<file path="src/rtl/core/ant_colony_task_scheduler_assert.svh">
// Assertion macros for the ant colony task scheduler.
// Used by rtl/core/ant_colony_task_scheduler.sv; define ASSERT_OFF to compile them out.
// Clock aclk and reset aresetn are taken from the including module.
`ifndef ANT_COLONY_TASK_SCHEDULER_ASSERT_SVH
`define ANT_COLONY_TASK_SCHEDULER_ASSERT_SVH
`ifndef ASSERT_OFF
// Checked outside reset
`define ACS_ASSERT(label, prop) \
    label: assert property (@(posedge aclk) disable iff (!aresetn) prop) \
        else $error("ant colony scheduler: assertion failed");
// Checked at every rising edge, reset included
`define ACS_ASSERT_ALWAYS(label, prop) \
    label: assert property (@(posedge aclk) prop) \
        else $error("ant colony scheduler: assertion failed");
`else
`define ACS_ASSERT(label, prop)
`define ACS_ASSERT_ALWAYS(label, prop)
`endif
`endif

</file>
<file path="src/rtl/core/acts_pkg.sv">
// Package for the ant colony task scheduler: codes, widths, types, FSM states.
// No dependencies; imported by acts_div, ant_colony_task_scheduler and the testbench.
package acts_pkg;

    localparam int ACTS_NUM_TASKS = 8;

    // Item operation codes
    localparam logic OP_TICK = 1'b0;
    localparam logic OP_LOAD = 1'b1;

    // Configuration register indexes
    localparam int CFG_IDX_W = 8;
    localparam logic [CFG_IDX_W-1:0] CFG_EVAP    = 8'd0;
    localparam logic [CFG_IDX_W-1:0] CFG_GAIN    = 8'd1;
    localparam logic [CFG_IDX_W-1:0] CFG_PH_MAX  = 8'd2;
    localparam logic [CFG_IDX_W-1:0] CFG_PH_INIT = 8'd3;

    // Configuration reset values
    localparam logic [15:0] EVAP_RST    = 16'd52429;
    localparam logic [15:0] GAIN_RST    = 16'd6554;
    localparam logic [15:0] PH_MAX_RST  = 16'd32768;
    localparam logic [15:0] PH_INIT_RST = 16'd16384;

    // Divider and datapath widths
    localparam int DIV_N_W    = 24;
    localparam int DIV_D_W    = 16;
    localparam int DIV_CNT_W  = $clog2(DIV_N_W);
    localparam int WEIGHT_W   = 20;
    localparam int SUCC_SHIFT = 14;
    localparam logic [15:0] UTIL_SAT   = 16'hFFFF;
    localparam logic [15:0] UTIL_LIMIT = 16'd32768;

    typedef struct packed {
        logic [7:0]  period;
        logic [7:0]  run;
        logic [7:0]  remain;
        logic [15:0] rel;
        logic [15:0] pher;
    } task_entry_t;

    typedef struct packed {
        logic               start;
        logic [DIV_N_W-1:0] dividend;
        logic [DIV_D_W-1:0] divisor;
    } div_req_t;

    typedef struct packed {
        logic               busy;
        logic               done;
        logic [DIV_N_W-1:0] quotient;
        logic [DIV_D_W-1:0] remainder;
    } div_rsp_t;

    typedef enum logic [4:0] {
        ST_IDLE,
        ST_REL_RD,
        ST_REL_DIV,
        ST_REL_WAIT,
        ST_CHK,
        ST_W_RD,
        ST_W_DIV,
        ST_W_WAIT,
        ST_SORT,
        ST_T_RD,
        ST_T_DIV,
        ST_T_WAIT,
        ST_SC_WALK,
        ST_SC_DIV,
        ST_SC_WAIT,
        ST_SEL1,
        ST_SEL2,
        ST_DEP_MUL,
        ST_DEP_SCAN,
        ST_DEP_DIV,
        ST_DEP_WAIT,
        ST_RUN_SCAN,
        ST_RUN_WB,
        ST_OUT
    } state_t;

endpackage

</file>
<file path="src/rtl/core/acts_div.sv">
// Shared radix-2 restoring divider, one quotient bit per cycle.
// Depends on acts_pkg (div_req_t, div_rsp_t, widths).
module acts_div import acts_pkg::*; (
    input  logic     aclk,
    input  logic     aresetn,
    input  div_req_t req,
    output div_rsp_t rsp
);

    logic                 busy_reg;
    logic                 done_reg;
    logic [DIV_CNT_W-1:0] cnt_reg;
    logic [DIV_N_W-1:0]   quo_reg;
    logic [DIV_D_W-1:0]   rem_reg;
    logic [DIV_D_W-1:0]   dsr_reg;
    logic [DIV_D_W:0]     trial;
    logic                 fits;
    logic [DIV_D_W:0]     rem_next;

    // Trial subtract of the next partial remainder
    always_comb begin
        trial    = {rem_reg, quo_reg[DIV_N_W-1]};
        fits     = (trial >= {1'b0, dsr_reg});
        rem_next = fits ? (trial - {1'b0, dsr_reg}) : trial;
    end

    // Control
    always_ff @(posedge aclk) begin
        if (!aresetn) begin
            busy_reg <= 1'b0;
            done_reg <= 1'b0;
            cnt_reg  <= '0;
        end else begin
            done_reg <= 1'b0;
            if (req.start) begin
                busy_reg <= 1'b1;
                cnt_reg  <= '0;
            end else if (busy_reg) begin
                cnt_reg <= cnt_reg + 1'b1;
                if (cnt_reg == DIV_CNT_W'(DIV_N_W - 1)) begin
                    busy_reg <= 1'b0;
                    done_reg <= 1'b1;
                end
            end
        end
    end

    // Operands and partial results
    always_ff @(posedge aclk) begin
        if (req.start) begin
            quo_reg <= req.dividend;
            rem_reg <= '0;
            dsr_reg <= req.divisor;
        end else if (busy_reg) begin
            quo_reg <= {quo_reg[DIV_N_W-2:0], fits};
            rem_reg <= rem_next[DIV_D_W-1:0];
        end
    end

    assign rsp.busy      = busy_reg;
    assign rsp.done      = done_reg;
    assign rsp.quotient  = quo_reg;
    assign rsp.remainder = rem_reg;

endmodule

</file>
<file path="src/rtl/core/ant_colony_task_scheduler.sv">
// Channel  Dir  Handshake            Payload
// s_       in   s_valid / s_ready    s_operation, s_task_slot, s_period_ticks, s_run_ticks
// m_       out  m_valid / m_ready    m_ran_valid, m_ran_task, m_job_done, m_rescheduled,
//                                    m_tick_time
// cfg_     in   cfg_valid / cfg_ready cfg_index, cfg_data (always ready)
//
// A load item is written to the RAM from the idle state. Every release test, weight,
// utilisation term, deposit share and each rotation score that starts on an active
// task is computed on the shared divider (start, 24 shifts, done).
// Reset is synchronous, active low, and needs no clearing pass.
// A tick result waits in the output register; the next item is taken meanwhile.
// Task state sits in one synchronous RAM; depends on acts_pkg and acts_div.
`include "ant_colony_task_scheduler_assert.svh"

module ant_colony_task_scheduler import acts_pkg::*; #(
    parameter int NUM_TASKS = ACTS_NUM_TASKS
) (
    input  logic                 aclk,
    input  logic                 aresetn,
    input  logic                 s_valid,
    output logic                 s_ready,
    input  logic                 s_operation,
    input  logic [2:0]           s_task_slot,
    input  logic [7:0]           s_period_ticks,
    input  logic [7:0]           s_run_ticks,
    output logic                 m_valid,
    input  logic                 m_ready,
    output logic                 m_ran_valid,
    output logic [2:0]           m_ran_task,
    output logic                 m_job_done,
    output logic                 m_rescheduled,
    output logic [15:0]          m_tick_time,
    input  logic                 cfg_valid,
    output logic                 cfg_ready,
    input  logic [CFG_IDX_W-1:0] cfg_index,
    input  logic [15:0]          cfg_data
);

    localparam int SLOT_W  = $clog2(NUM_TASKS);
    localparam int CNT_W   = $clog2(NUM_TASKS + 1);
    localparam int SCORE_W = CNT_W + SUCC_SHIFT;
    localparam logic [SLOT_W-1:0] LAST_IDX = SLOT_W'(NUM_TASKS - 1);

    state_t state_reg, state_next;

    // Configuration
    logic [15:0] evap_reg, gain_reg, phmax_reg, phinit_reg;

    // Control state
    logic [15:0]          time_reg;
    logic [NUM_TASKS-1:0] loaded_reg;
    logic [NUM_TASKS-1:0] active_reg;
    logic [SLOT_W-1:0]    rank_reg [NUM_TASKS];
    logic [SLOT_W-1:0]    k_reg, start_reg, pass_reg;
    logic [SLOT_W-1:0]    best_reg, secd_reg;
    logic [CNT_W-1:0]     r_reg;
    logic                 dep_sel_reg, second_reg, released_reg, last_done_reg;
    logic                 resched_reg, ran_reg, done_reg;
    logic [SLOT_W-1:0]    ran_slot_reg;

    // Working data
    logic [WEIGHT_W-1:0]  wgt_reg   [NUM_TASKS];
    logic [15:0]          term_reg  [NUM_TASKS];
    logic [SCORE_W-1:0]   score_reg [NUM_TASKS];
    logic [15:0]          acc_reg;
    logic [CNT_W-1:0]     succ_reg, fail_reg;
    logic [SCORE_W-1:0]   bestv_reg, secv_reg, share_reg;
    logic [15:0]          evp_reg;

    // Task RAM
    task_entry_t          mem [NUM_TASKS];
    task_entry_t          mem_rdata_reg;
    logic                 mem_re, mem_we;
    logic [SLOT_W-1:0]    mem_raddr, mem_waddr;
    task_entry_t          mem_wdata;

    // Output register
    logic                 m_valid_reg, m_ran_valid_reg, m_job_done_reg, m_resched_reg;
    logic [2:0]           m_ran_task_reg;
    logic [15:0]          m_tick_time_reg;

    div_req_t div_req;
    div_rsp_t div_rsp;

    acts_div u_div (
        .aclk    (aclk),
        .aresetn (aresetn),
        .req     (div_req),
        .rsp     (div_rsp)
    );

    // Walk position and the task at that rank
    logic [SLOT_W:0]   pos_sum;
    logic [SLOT_W-1:0] pos, cur_slot, load_slot;
    logic              cur_act, last_k, last_start, last_pass, slot_ok, out_free;

    always_comb begin
        pos_sum    = {1'b0, start_reg} + {1'b0, k_reg};
        pos        = (pos_sum >= (SLOT_W + 1)'(NUM_TASKS)) ?
                     SLOT_W'(pos_sum - (SLOT_W + 1)'(NUM_TASKS)) : SLOT_W'(pos_sum);
        cur_slot   = rank_reg[pos];
        cur_act    = active_reg[cur_slot];
        last_k     = (k_reg == LAST_IDX);
        last_start = (start_reg == LAST_IDX);
        last_pass  = (pass_reg == LAST_IDX);
        load_slot  = SLOT_W'(s_task_slot);
        slot_ok    = ({2'b00, s_task_slot} < 5'(NUM_TASKS));
        out_free   = !m_valid_reg || m_ready;
    end

    // Arithmetic around the divider
    logic [15:0]         deadline_gap;
    logic [WEIGHT_W-1:0] ph10;
    logic                rel_hit;
    logic [16:0]         acc_sum;
    logic [15:0]         acc_new;
    logic [SCORE_W-1:0]  dep_score;
    logic [WEIGHT_W-1:0] dep_sum;
    logic [15:0]         dep_ph;

    always_comb begin
        deadline_gap = mem_rdata_reg.rel + {8'd0, mem_rdata_reg.period} - time_reg;
        ph10      = WEIGHT_W'(mem_rdata_reg.pher) * WEIGHT_W'(10);
        rel_hit   = loaded_reg[pos] && (mem_rdata_reg.period != 8'd0)
                    && (div_rsp.remainder == '0);
        acc_sum   = {1'b0, acc_reg} + {1'b0, term_reg[pos]};
        acc_new   = acc_sum[16] ? UTIL_SAT : acc_sum[15:0];
        dep_score = dep_sel_reg ? secv_reg : bestv_reg;
        dep_sum   = WEIGHT_W'(evp_reg) + div_rsp.quotient[WEIGHT_W-1:0];
        dep_ph    = (dep_sum > WEIGHT_W'(phmax_reg)) ? phmax_reg : dep_sum[15:0];
    end

    // One pass of odd-even transposition sort, descending and stable
    logic [SLOT_W-1:0]   rank_sw [NUM_TASKS];
    logic [WEIGHT_W-1:0] wgt_sw  [NUM_TASKS];

    always_comb begin
        rank_sw = rank_reg;
        wgt_sw  = wgt_reg;
        for (int p = 0; p < NUM_TASKS - 1; p++) begin
            if (((p % 2) == int'(pass_reg[0])) && (wgt_reg[p] < wgt_reg[p+1])) begin
                rank_sw[p]   = rank_reg[p+1];
                rank_sw[p+1] = rank_reg[p];
                wgt_sw[p]    = wgt_reg[p+1];
                wgt_sw[p+1]  = wgt_reg[p];
            end
        end
    end

    // Next state
    always_comb begin
        state_next = state_reg;
        unique case (state_reg)
            ST_IDLE: begin
                if (s_valid && s_operation == OP_TICK) state_next = ST_REL_RD;
            end
            ST_REL_RD:  state_next = ST_REL_DIV;
            ST_REL_DIV: state_next = ST_REL_WAIT;
            ST_REL_WAIT: begin
                if (div_rsp.done) state_next = last_k ? ST_CHK : ST_REL_RD;
            end
            ST_CHK: state_next = (released_reg || last_done_reg) ? ST_W_RD : ST_RUN_SCAN;
            ST_W_RD:  state_next = ST_W_DIV;
            ST_W_DIV: state_next = ST_W_WAIT;
            ST_W_WAIT: begin
                if (div_rsp.done) state_next = last_k ? ST_SORT : ST_W_RD;
            end
            ST_SORT: begin
                if (last_pass) state_next = second_reg ? ST_RUN_SCAN : ST_T_RD;
            end
            ST_T_RD:  state_next = ST_T_DIV;
            ST_T_DIV: state_next = ST_T_WAIT;
            ST_T_WAIT: begin
                if (div_rsp.done) state_next = last_k ? ST_SC_WALK : ST_T_RD;
            end
            ST_SC_WALK: begin
                if (k_reg == '0 && !cur_act) begin
                    if (last_start) state_next = ST_SEL1;
                end else if (last_k) begin
                    state_next = ST_SC_DIV;
                end
            end
            ST_SC_DIV: state_next = ST_SC_WAIT;
            ST_SC_WAIT: begin
                if (div_rsp.done) state_next = last_start ? ST_SEL1 : ST_SC_WALK;
            end
            ST_SEL1: begin
                if (last_k) state_next = ST_SEL2;
            end
            ST_SEL2: begin
                if (last_k) state_next = ST_DEP_MUL;
            end
            ST_DEP_MUL: state_next = ST_DEP_SCAN;
            ST_DEP_SCAN: begin
                if (cur_act) state_next = ST_DEP_DIV;
                else if (last_k) state_next = dep_sel_reg ? ST_W_RD : ST_DEP_MUL;
            end
            ST_DEP_DIV: state_next = ST_DEP_WAIT;
            ST_DEP_WAIT: begin
                if (div_rsp.done) begin
                    if (last_k) state_next = dep_sel_reg ? ST_W_RD : ST_DEP_MUL;
                    else state_next = ST_DEP_SCAN;
                end
            end
            ST_RUN_SCAN: begin
                if (cur_act) state_next = ST_RUN_WB;
                else if (last_k) state_next = ST_OUT;
            end
            ST_RUN_WB: state_next = ST_OUT;
            ST_OUT: begin
                if (out_free) state_next = ST_IDLE;
            end
            default: state_next = ST_IDLE;
        endcase
    end

    // RAM and divider controls
    always_comb begin
        mem_re    = 1'b0;
        mem_raddr = cur_slot;
        mem_we    = 1'b0;
        mem_waddr = cur_slot;
        mem_wdata = mem_rdata_reg;
        div_req   = '0;
        unique case (state_reg)
            ST_IDLE: begin
                mem_we           = s_valid && (s_operation == OP_LOAD) && slot_ok;
                mem_waddr        = load_slot;
                mem_wdata.period = s_period_ticks;
                mem_wdata.run    = s_run_ticks;
                mem_wdata.remain = '0;
                mem_wdata.rel    = '0;
                mem_wdata.pher   = phinit_reg;
            end
            ST_REL_RD: begin
                mem_re    = 1'b1;
                mem_raddr = pos;
            end
            ST_REL_DIV: begin
                div_req.start    = 1'b1;
                div_req.dividend = DIV_N_W'(time_reg);
                div_req.divisor  = (mem_rdata_reg.period != 8'd0) ?
                                   DIV_D_W'(mem_rdata_reg.period) : DIV_D_W'(1);
            end
            ST_REL_WAIT: begin
                mem_we           = div_rsp.done && rel_hit;
                mem_waddr        = pos;
                mem_wdata.remain = mem_rdata_reg.run;
                mem_wdata.rel    = time_reg;
            end
            ST_W_RD, ST_T_RD: mem_re = 1'b1;
            ST_W_DIV: begin
                div_req.start    = 1'b1;
                div_req.dividend = DIV_N_W'(ph10);
                div_req.divisor  = (deadline_gap != 16'd0) ? deadline_gap : DIV_D_W'(1);
            end
            ST_T_DIV: begin
                div_req.start    = 1'b1;
                div_req.dividend = DIV_N_W'({mem_rdata_reg.run, 15'd0});
                div_req.divisor  = (mem_rdata_reg.period != 8'd0) ?
                                   DIV_D_W'(mem_rdata_reg.period) : DIV_D_W'(1);
            end
            ST_SC_DIV: begin
                div_req.start    = 1'b1;
                div_req.dividend = DIV_N_W'({succ_reg, {SUCC_SHIFT{1'b0}}});
                div_req.divisor  = DIV_D_W'(fail_reg) + DIV_D_W'(1);
            end
            ST_DEP_SCAN, ST_RUN_SCAN: mem_re = cur_act;
            ST_DEP_DIV: begin
                div_req.start    = 1'b1;
                div_req.dividend = DIV_N_W'(share_reg);
                div_req.divisor  = DIV_D_W'(r_reg);
            end
            ST_DEP_WAIT: begin
                mem_we         = div_rsp.done;
                mem_wdata.pher = dep_ph;
            end
            ST_RUN_WB: begin
                mem_we           = 1'b1;
                mem_wdata.remain = (mem_rdata_reg.remain <= 8'd1) ?
                                   8'd0 : mem_rdata_reg.remain - 8'd1;
            end
            default: ;
        endcase
    end

    // Task RAM: one write port, one registered read port
    always_ff @(posedge aclk) begin
        if (mem_we) mem[mem_waddr] <= mem_wdata;
        if (mem_re) mem_rdata_reg <= mem[mem_raddr];
    end

    // Control registers
    always_ff @(posedge aclk) begin
        if (!aresetn) begin
            state_reg       <= ST_IDLE;
            evap_reg        <= EVAP_RST;
            gain_reg        <= GAIN_RST;
            phmax_reg       <= PH_MAX_RST;
            phinit_reg      <= PH_INIT_RST;
            time_reg        <= '0;
            loaded_reg      <= '0;
            active_reg      <= '0;
            for (int i = 0; i < NUM_TASKS; i++) rank_reg[i] <= SLOT_W'(i);
            k_reg           <= '0;
            start_reg       <= '0;
            pass_reg        <= '0;
            r_reg           <= '0;
            dep_sel_reg     <= 1'b0;
            second_reg      <= 1'b0;
            released_reg    <= 1'b0;
            last_done_reg   <= 1'b0;
            resched_reg     <= 1'b0;
            ran_reg         <= 1'b0;
            done_reg        <= 1'b0;
            ran_slot_reg    <= '0;
            m_valid_reg     <= 1'b0;
        end else begin
            state_reg <= state_next;

            // Configuration writes
            if (cfg_valid) begin
                unique case (cfg_index)
                    CFG_EVAP:    evap_reg   <= cfg_data;
                    CFG_GAIN:    gain_reg   <= cfg_data;
                    CFG_PH_MAX:  phmax_reg  <= cfg_data;
                    CFG_PH_INIT: phinit_reg <= cfg_data;
                    default: ;
                endcase
            end

            // Result register: set by a finished tick, cleared when taken
            if (state_reg == ST_OUT && out_free) m_valid_reg <= 1'b1;
            else if (m_valid_reg && m_ready) m_valid_reg <= 1'b0;

            unique case (state_reg)
                ST_IDLE: begin
                    if (s_valid) begin
                        if (s_operation == OP_LOAD) begin
                            if (slot_ok) begin
                                loaded_reg[load_slot] <= 1'b1;
                                active_reg[load_slot] <= 1'b0;
                            end
                        end else begin
                            k_reg        <= '0;
                            start_reg    <= '0;
                            released_reg <= 1'b0;
                            resched_reg  <= 1'b0;
                            ran_reg      <= 1'b0;
                            done_reg     <= 1'b0;
                            ran_slot_reg <= '0;
                        end
                    end
                end
                ST_REL_WAIT: begin
                    if (div_rsp.done) begin
                        if (rel_hit) begin
                            active_reg[pos] <= 1'b1;
                            released_reg    <= 1'b1;
                        end
                        k_reg <= last_k ? '0 : k_reg + 1'b1;
                    end
                end
                ST_CHK: begin
                    if (released_reg || last_done_reg) begin
                        resched_reg <= 1'b1;
                        second_reg  <= 1'b0;
                    end
                end
                ST_W_WAIT, ST_T_WAIT: begin
                    if (div_rsp.done) begin
                        k_reg    <= last_k ? '0 : k_reg + 1'b1;
                        pass_reg <= '0;
                    end
                end
                ST_SORT: begin
                    rank_reg <= rank_sw;
                    pass_reg <= pass_reg + 1'b1;
                end
                ST_SC_WALK: begin
                    if (k_reg == '0 && !cur_act) begin
                        start_reg <= last_start ? '0 : start_reg + 1'b1;
                    end else if (!last_k) begin
                        k_reg <= k_reg + 1'b1;
                    end
                end
                ST_SC_WAIT: begin
                    if (div_rsp.done) begin
                        k_reg     <= '0;
                        start_reg <= last_start ? '0 : start_reg + 1'b1;
                    end
                end
                ST_SEL1: k_reg <= last_k ? '0 : k_reg + 1'b1;
                ST_SEL2: begin
                    k_reg <= last_k ? '0 : k_reg + 1'b1;
                    if (last_k) dep_sel_reg <= 1'b0;
                end
                ST_DEP_MUL: begin
                    start_reg <= dep_sel_reg ? secd_reg : best_reg;
                    k_reg     <= '0;
                    r_reg     <= CNT_W'(1);
                end
                ST_DEP_SCAN: begin
                    if (!cur_act) begin
                        if (last_k) begin
                            k_reg <= '0;
                            if (dep_sel_reg) begin
                                start_reg  <= '0;
                                second_reg <= 1'b1;
                            end
                            dep_sel_reg <= 1'b1;
                        end else begin
                            k_reg <= k_reg + 1'b1;
                        end
                    end
                end
                ST_DEP_WAIT: begin
                    if (div_rsp.done) begin
                        r_reg <= r_reg + 1'b1;
                        if (last_k) begin
                            k_reg <= '0;
                            if (dep_sel_reg) begin
                                start_reg  <= '0;
                                second_reg <= 1'b1;
                            end
                            dep_sel_reg <= 1'b1;
                        end else begin
                            k_reg <= k_reg + 1'b1;
                        end
                    end
                end
                ST_RUN_SCAN: begin
                    if (cur_act) begin
                        ran_reg      <= 1'b1;
                        ran_slot_reg <= cur_slot;
                    end else if (!last_k) begin
                        k_reg <= k_reg + 1'b1;
                    end
                end
                ST_RUN_WB: begin
                    if (mem_rdata_reg.remain <= 8'd1) begin
                        active_reg[cur_slot] <= 1'b0;
                        done_reg             <= 1'b1;
                    end
                end
                ST_OUT: begin
                    if (out_free) begin
                        time_reg      <= time_reg + 16'd1;
                        last_done_reg <= done_reg;
                        k_reg         <= '0;
                    end
                end
                default: ;
            endcase
        end
    end

    // Working data and result payload
    always_ff @(posedge aclk) begin
        unique case (state_reg)
            ST_W_WAIT: begin
                if (div_rsp.done)
                    wgt_reg[pos] <= cur_act ? div_rsp.quotient[WEIGHT_W-1:0] : '0;
            end
            ST_SORT: wgt_reg <= wgt_sw;
            ST_T_WAIT: begin
                if (div_rsp.done) begin
                    if (mem_rdata_reg.period == 8'd0 || div_rsp.quotient[DIV_N_W-1:16] != '0)
                        term_reg[pos] <= UTIL_SAT;
                    else
                        term_reg[pos] <= div_rsp.quotient[15:0];
                end
                acc_reg   <= '0;
                succ_reg  <= '0;
                fail_reg  <= '0;
                bestv_reg <= '0;
                best_reg  <= '0;
                secv_reg  <= '0;
                secd_reg  <= '0;
            end
            ST_SC_WALK: begin
                if (k_reg == '0 && !cur_act) begin
                    score_reg[start_reg] <= '0;
                end else if (cur_act) begin
                    acc_reg <= acc_new;
                    if (acc_new <= UTIL_LIMIT) succ_reg <= succ_reg + 1'b1;
                    else fail_reg <= fail_reg + 1'b1;
                end
            end
            ST_SC_WAIT: begin
                if (div_rsp.done) begin
                    score_reg[start_reg] <= div_rsp.quotient[SCORE_W-1:0];
                    acc_reg  <= '0;
                    succ_reg <= '0;
                    fail_reg <= '0;
                end
            end
            ST_SEL1: begin
                if (score_reg[pos] > bestv_reg) begin
                    bestv_reg <= score_reg[pos];
                    best_reg  <= k_reg;
                end
            end
            ST_SEL2: begin
                if (k_reg != best_reg && score_reg[pos] > secv_reg) begin
                    secv_reg <= score_reg[pos];
                    secd_reg <= k_reg;
                end
            end
            ST_DEP_MUL: share_reg <= SCORE_W'(({dep_score, 16'd0} >> 16) * gain_reg >> 16);
            ST_DEP_DIV: evp_reg <= 16'((32'(mem_rdata_reg.pher) * 32'(evap_reg)) >> 16);
            ST_OUT: begin
                if (out_free) begin
                    m_ran_valid_reg <= ran_reg;
                    m_ran_task_reg  <= 3'(ran_slot_reg);
                    m_job_done_reg  <= done_reg;
                    m_resched_reg   <= resched_reg;
                    m_tick_time_reg <= time_reg;
                end
            end
            default: ;
        endcase
    end

    assign s_ready       = (state_reg == ST_IDLE);
    assign cfg_ready     = 1'b1;
    assign m_valid       = m_valid_reg;
    assign m_ran_valid   = m_ran_valid_reg;
    assign m_ran_task    = m_ran_task_reg;
    assign m_job_done    = m_job_done_reg;
    assign m_rescheduled = m_resched_reg;
    assign m_tick_time   = m_tick_time_reg;

    // Checks
    `ACS_ASSERT(a_active_is_loaded, (active_reg & ~loaded_reg) == '0)
    `ACS_ASSERT(a_ram_no_overlap, !(mem_we && mem_re))
    `ACS_ASSERT(a_div_start_idle, div_req.start |-> !div_rsp.busy)
    `ACS_ASSERT(a_out_time_step, m_valid_reg |-> (time_reg == m_tick_time_reg + 16'd1))
    `ACS_ASSERT(a_done_needs_run, (m_valid_reg && m_job_done_reg) |-> m_ran_valid_reg)

endmodule

</file>
<file path="config.mk">
export PLATFORM = sky130hd
export DESIGN_NAME = ant_colony_task_scheduler
export DESIGN_NICKNAME = d
export VERILOG_FILES = /design/src/rtl/core/acts_pkg.sv /design/src/rtl/core/acts_div.sv /design/src/rtl/core/ant_colony_task_scheduler.sv
export VERILOG_INCLUDE_DIRS = /design/src /design/src/rtl/core
export SDC_FILE = /design/constraint.sdc
export NUM_CORES = 2
export LEC_CHECK = 0
export BUFFER_PORTS_ARGS = -buffer_cell sky130_fd_sc_hd__buf_4
export CAP_MARGIN = 0
export CORE_ASPECT_RATIO = 0.75
export CORE_MARGIN = 2
export CORE_UTILIZATION = 58
export DETAILED_ROUTE_END_ITERATION = 10
export PLACE_DENSITY = 0.74
export SYNTH_ARGS = -nofsm -noshare
export SYNTH_HDL_FRONTEND = slang
export SYNTH_HIERARCHICAL = 1
export SYNTH_SLANG_ARGS = --single-unit
</file>
<file path="constraint.sdc">
create_clock -name aclk -period 8.45 [get_ports aclk]
set_input_delay 1.69 -clock aclk [delete_from_list [all_inputs] [get_ports aclk]]
set_output_delay 1.69 -clock aclk [all_outputs]
set_load 0.02 [all_outputs]
</file>
# Yosys cells after proc, flatten, opt, wreduce, memory -nomap -nowiden
# Memory sizes are Yosys's and may differ from the RTL's. A register that Yosys moved wholly into a read port is not among the register bits.
# Cells that the tools add are included.
[totals]
reg_bits = 494
ramBits = 720
input_bits = 49
out_inout_bits = 25
word_cells = 464
n_memories = 3
[classes]
addsub = 17
multipliers = 3
order_cmp = 22
eq_ne = 71
muxes = 176
bitwise = 13
reduce_logical = 102
[mem_list]
columns = ["memory", "words", "width", "read_ports", "rd_ports_with_merged_regs", "write_ports", "line", "source"]
rows = [
  ["mem", 8, 56, 1, 1, 1, "ant_colony_task_scheduler.sv:71", "task_entry_t mem [NUM_TASKS];"],
  ["score_reg", 8, 18, 1, 0, 1, "ant_colony_task_scheduler.sv:64", "logic [SCORE_W-1:0] score_reg [NUM_TASKS];"],
  ["term_reg", 8, 16, 1, 0, 1, "ant_colony_task_scheduler.sv:63", "logic [15:0] term_reg [NUM_TASKS];"],
]
[ops]
columns = ["operator", "count"]
rows = [
  ["$pmux 160 s2", 1],
  ["$mux 40", 7],
  ["$pmux 41 s5", 1],
  ["$bwmux 160", 1],
  ["$mux 160", 1],
  ["$mux 16", 9],
  ["$lt 20x20->1", 7],
  ["$pmux 5 s24", 1],
  ["$mux 5", 21],
  ["$mux 3", 28],
  ["$mux 18", 4],
  ["$pmux 18 s2", 2],
  ["$pmux 16 s2", 2],
  ["$demux 20 s3", 1],
  ["$mux 8", 7],
  ["$mux 24", 2],
  ["$pmux 16 s3", 1],
  ["$pmux 8 s3", 2],
  ["$eq 5x5->1 const B", 9],
  ["$mux 1", 43],
  ["$ne 2x2->1 const B", 21],
  ["$eq 5x4->1 const B", 8],
  ["$mux 20", 2],
  ["$gt 18x18->1", 2],
  ["other kinds (76)", 221],
]

# Logic depth before layout (Yosys ltp)
[logic_depth]
ltp_word = 15
ltp_mapped = 29
ltp_nobuf = 26

# Hierarchy
# Netlist, hierarchy kept.
[by_module_without_submodules]
columns = ["module", "instances", "cells_per_inst", "area_per_inst_um2", "seq_area_each_um2"]
rows = [
  ["ant_colony_task_scheduler", 1, 6318, 74132.3, 34753.3],
  ["acts_div", 1, 327, 3535.9, 1661.6],
]

# Worst setup path before layout
# Ideal clock, no wire load.
[synth_timing]
path_type = "register to register"
start = "reg k_reg[0]"
end = "reg, netlist name mem_rdata_reg[0]"
setup_time_ns = 0.547
arrival_time_ns = 7.194
required_time_ns = 7.903
path_slack_ns = 0.709
path_stages_with_launch = 14
path_buffers = 3
period_less_slack_ns = 7.741
path_cell_list = "dfxtp_1 -> ha_1 -> fa_1 -> inv_1 -> clkbuf_1 -> mux4_2 -> mux2i_2 -> mux2_2 -> buf_2 -> buf_1 -> nand3_1 -> o21ai_0 -> nand2_1 -> o21ai_0"
[synth_via]
elab_chain_cells = 10
elab_cells_between_ends = 12
classes_between = "add/sub (2); order compare (1); mux (8); bitwise (1)"
[synth_lines]
columns = ["element", "line", "source"]
rows = [
  ["start, declared", "ant_colony_task_scheduler.sv:54", "logic [SLOT_W-1:0] k_reg, start_reg, pass_reg;"],
  ["start signal, assigned", "ant_colony_task_scheduler.sv:361", "k_reg <= last_k ? '0 : k_reg + 1'b1;"],
  ["start signal, assigned", "ant_colony_task_scheduler.sv:372", "k_reg <= last_k ? '0 : k_reg + 1'b1;"],
  ["start signal, assigned", "ant_colony_task_scheduler.sv:384", "k_reg <= k_reg + 1'b1;"],
  ["$add 3x3->4 *", "ant_colony_task_scheduler.sv:98", "pos_sum = {1'b0, start_reg} + {1'b0, k_reg};"],
  ["$ge 4x4->1 / $sub 3x1->3 (equally long branches)", "ant_colony_task_scheduler.sv:99, ant_colony_task_scheduler.sv:100", ""],
  ["$mux 3 *", "ant_colony_task_scheduler.sv:99", "pos = (pos_sum >= (SLOT_W + 1)'(NUM_TASKS)) ?"],
  ["$not 3->4 (implied by the code) *", "ant_colony_task_scheduler.sv:101", "cur_slot = rank_reg[pos];"],
  ["$bmux 3 s3 *", "ant_colony_task_scheduler.sv:101", ""],
  ["$mux 3 (implied by the code) * (2 in series)", "ant_colony_task_scheduler.sv:101", ""],
  ["$bmux 1 s3 *", "ant_colony_task_scheduler.sv:102", "cur_act = active_reg[cur_slot];"],
  ["$mux 1 (implied by the code) *", "ant_colony_task_scheduler.sv:102", ""],
  ["$pmux 1 s2 *", "ant_colony_task_scheduler.sv:225", "unique case (state_reg)"],
  ["net mem_re", "ant_colony_task_scheduler.sv:73", "logic mem_re, mem_we;"],
]
# The timed path passes the listed nets; every way through them passes the cells marked *. The select of a mux whose other input is x is not followed.
# A chain may end at the register's enable or synchronous reset.

# Final worst setup path
[layout_timing]
start = "reg dep_sel_reg"
end = "reg share_reg[17] (data pin)"
[layout_via]
elab_chain_cells = 2
[layout_lines]
columns = ["element", "line", "source"]
rows = [
  ["start, declared", "ant_colony_task_scheduler.sv:57", "logic dep_sel_reg, second_reg, released_reg, last_done_reg;"],
  ["start signal, assigned", "ant_colony_task_scheduler.sv:309", "dep_sel_reg <= 1'b0;"],
  ["start signal, assigned", "ant_colony_task_scheduler.sv:396", "if (last_k) dep_sel_reg <= 1'b0;"],
  ["start signal, assigned", "ant_colony_task_scheduler.sv:411", "dep_sel_reg <= 1'b1;"],
  ["$mux 18", "ant_colony_task_scheduler.sv:128", "dep_score = dep_sel_reg ? secv_reg : bestv_reg;"],
  ["$mul 18x16->34", "ant_colony_task_scheduler.sv:510", "ST_DEP_MUL: share_reg <= SCORE_W'(({dep_score, 16'd0} >> 16) * gain_reg >> 16);"],
  ["end signal, assigned", "ant_colony_task_scheduler.sv:510", ""],
  ["end, declared", "ant_colony_task_scheduler.sv:67", "logic [SCORE_W-1:0] bestv_reg, secv_reg, share_reg;"],
]
# No other way between the ends.

==> metrics.cfg <==
[clock_network]
post-cts-setup-buffers=0
clock_tree.root_cell=clkbuf_16
h-tree-depth=3
cts_repair_resize_count=0
cts_max_path_buffers=3
clk_pin_slew_worst_paths_ns=0.07
clock_latency_ns=0.78
cts_made_buffers=116
cts_tree=done
hold_buffers=0
cts.sinks=1270

[worst_setup_path]
worst-path-buf-inv=4
crit_family=adder cells
cp-start-kind=flip-flop
r2r_start=dep_sel_reg
r2r-end=share_reg[17]
cp.required_ns=8.96
ff2ff_setup_slack_ns=0.51
critPathCaptureType=flip-flop
crit_slowest_cell=o21ai_1
r2r_cells=23
cp.arrival_ns=8.45
crit_path_frequent_cell=fa_1
endpoint=share_reg[17]
path_cells=buf_4 > o21ai_1 > nand2_1 > fa_1 > inv_1 > fa_1 > inv_1 > fa_1 > inv_1 > fa_1 > fa_1 > fa_1 > ha_1 > a21oi_1 > o21ai_0 > or3_1 > nor4_1 > o31ai_1 > nand3_1 > nand2b_1 > a221o_1 > a21oi_1 > xnor2_1
crit_path_max_incr_delay_ns=1.16
cp.depth=23
critical_path.startpoint=dep_sel_reg
critPathMaxFanout=18
criticalPathCategory=reg2reg

[timing]
rsz0062_at_grt=false
fin_skew_ns=0.0586
finalSetupViolCount=0
maxSlewHeadroom_pct=0.145
fin_crit_ns=7.94
max_freq_mhz=126
drv_slew=0
min_period_over_period_pct=93.9
finalSetupTns_ns=0
worst_pin_slew_ns=1.49
final_hold_viol_count=0

[layout]
nets=7632
largest_reg_flops=448
multi_input_area_sq_um=37300
drive_above_1_share_pct=10.4
area_growth_pct=9.01
seqCellArea_sq_um=36400
fillerInstances=9927

[floorplanning]
fp.dieW_microns=427
die_h_microns=321
start_util_pct=58.4
die_area_sq_um=137000
rows=116
core_sq_um=133000
ios=74

[synth]
synth.avg_cell_area_sq_um=11.7
synth_cells=6644
syn_area_sq_um=77700
yosys_warnings=6
syn_nets=7623

[grt]
grt_max_degree=113
grt_pass1_vias=53000
grt_overflow=0
grt_pass1_wl_mm=322
antenna_found_initial=6
grtUsageTotal_pct=30.8

[status]
violations=max-capacitance violations
outcome=finished, violations left

[placement]
dpl.hpwl_mm=145
gp_congestion=0.950
io_buffers=72

[hold_path]
hold_path_depth=1
min_path_type=reg2reg

[route]
wl_per_cell_microns=24.6
vias=53600
ant_nets=0
drt-total-wl_mm=210
drc=0
viasPerCell=6.29
first_pass_iters=8
drt-initial-drc-count=6600

[job]
drv_cap=1

==> cell usage in the layout (no fill, tap or decap), drive strengths merged, types with 44 or more instances in the layout <==
cell type and count:
fa 427, xnor2 80, o22ai 64, a221o 56
a21o 84, and2 309, o21ai 325, clkbuf 137
mux2 97, buf 203, nor2 270, ha 503
clkinv 44, nor2b 84, inv 795, nand3 96
nor3 70, edfxtp 1098, nand2b 52, nand2 702
mux2i 119, a21oi 190, a22oi 121, mux4 126
dfxtp 172
==> per-layer routing <==
metal | part of all wire (%) | GRT usage (%) | up-vias
li1 | - | - | 23500
met1 | 42 | 45.8 | 26900
met4 | 2.5 | 7.59 | 2
met5 | 0.0057 | 0 | -
met3 | 11 | 6.61 | 317
met2 | 45 | 46.5 | 2893
==> worst min-delay path by stage <==
stage                     from            end
2_1_floorplan  ran_slot_reg[0]  m_ran_task[0]
3_5_place_dp     loaded_reg[5]  loaded_reg[5]
4_1_cts          loaded_reg[5]  loaded_reg[5]
6_report         loaded_reg[5]  loaded_reg[5]
3_3_place_gp     loaded_reg[5]  loaded_reg[5]
5_1_grt            gain_reg[9]    gain_reg[9]
==> cell type report <==
class | instances | share of cell area, %
Clock inverter | 81 | 1.31
Tap cell | 1770 | 2.62
Inverter | 791 | 3.51
Clock buffer | 137 | 3.63
Timing Repair Buffer | 203 | 1.84
Multi-Input combinational cell | 4271 | 44.1
Sequential cell | 1270 | 43.0
Antenna cell | 1 | 0.00296
==> metrics by stage <==
| step | setup WS [ns] | utilization [%] | hold slack, ns | cell area, sq um | std cells |
|---|---|---|---|---|---|
| floorplan | 0.709 | - | 0.408 | 77700 | 6644 |
| global placement | 0.873 | 60.5 | 0.453 | 80500 | 8305 |
| detailed placement | 0.807 | 60.5 | 0.455 | 80500 | 8305 |
| CTS | 0.761 | 63.6 | 0.471 | 84700 | 8523 |
| global route | 0.262 | 63.6 | 0.499 | 84700 | 8523 |
| finish | 0.514 | 63.6 | 0.476 | 84700 | 8524 |
Power is not shown: default switching activity piles up to over one toggle a cycle in this logic, so the estimate is an artifact.
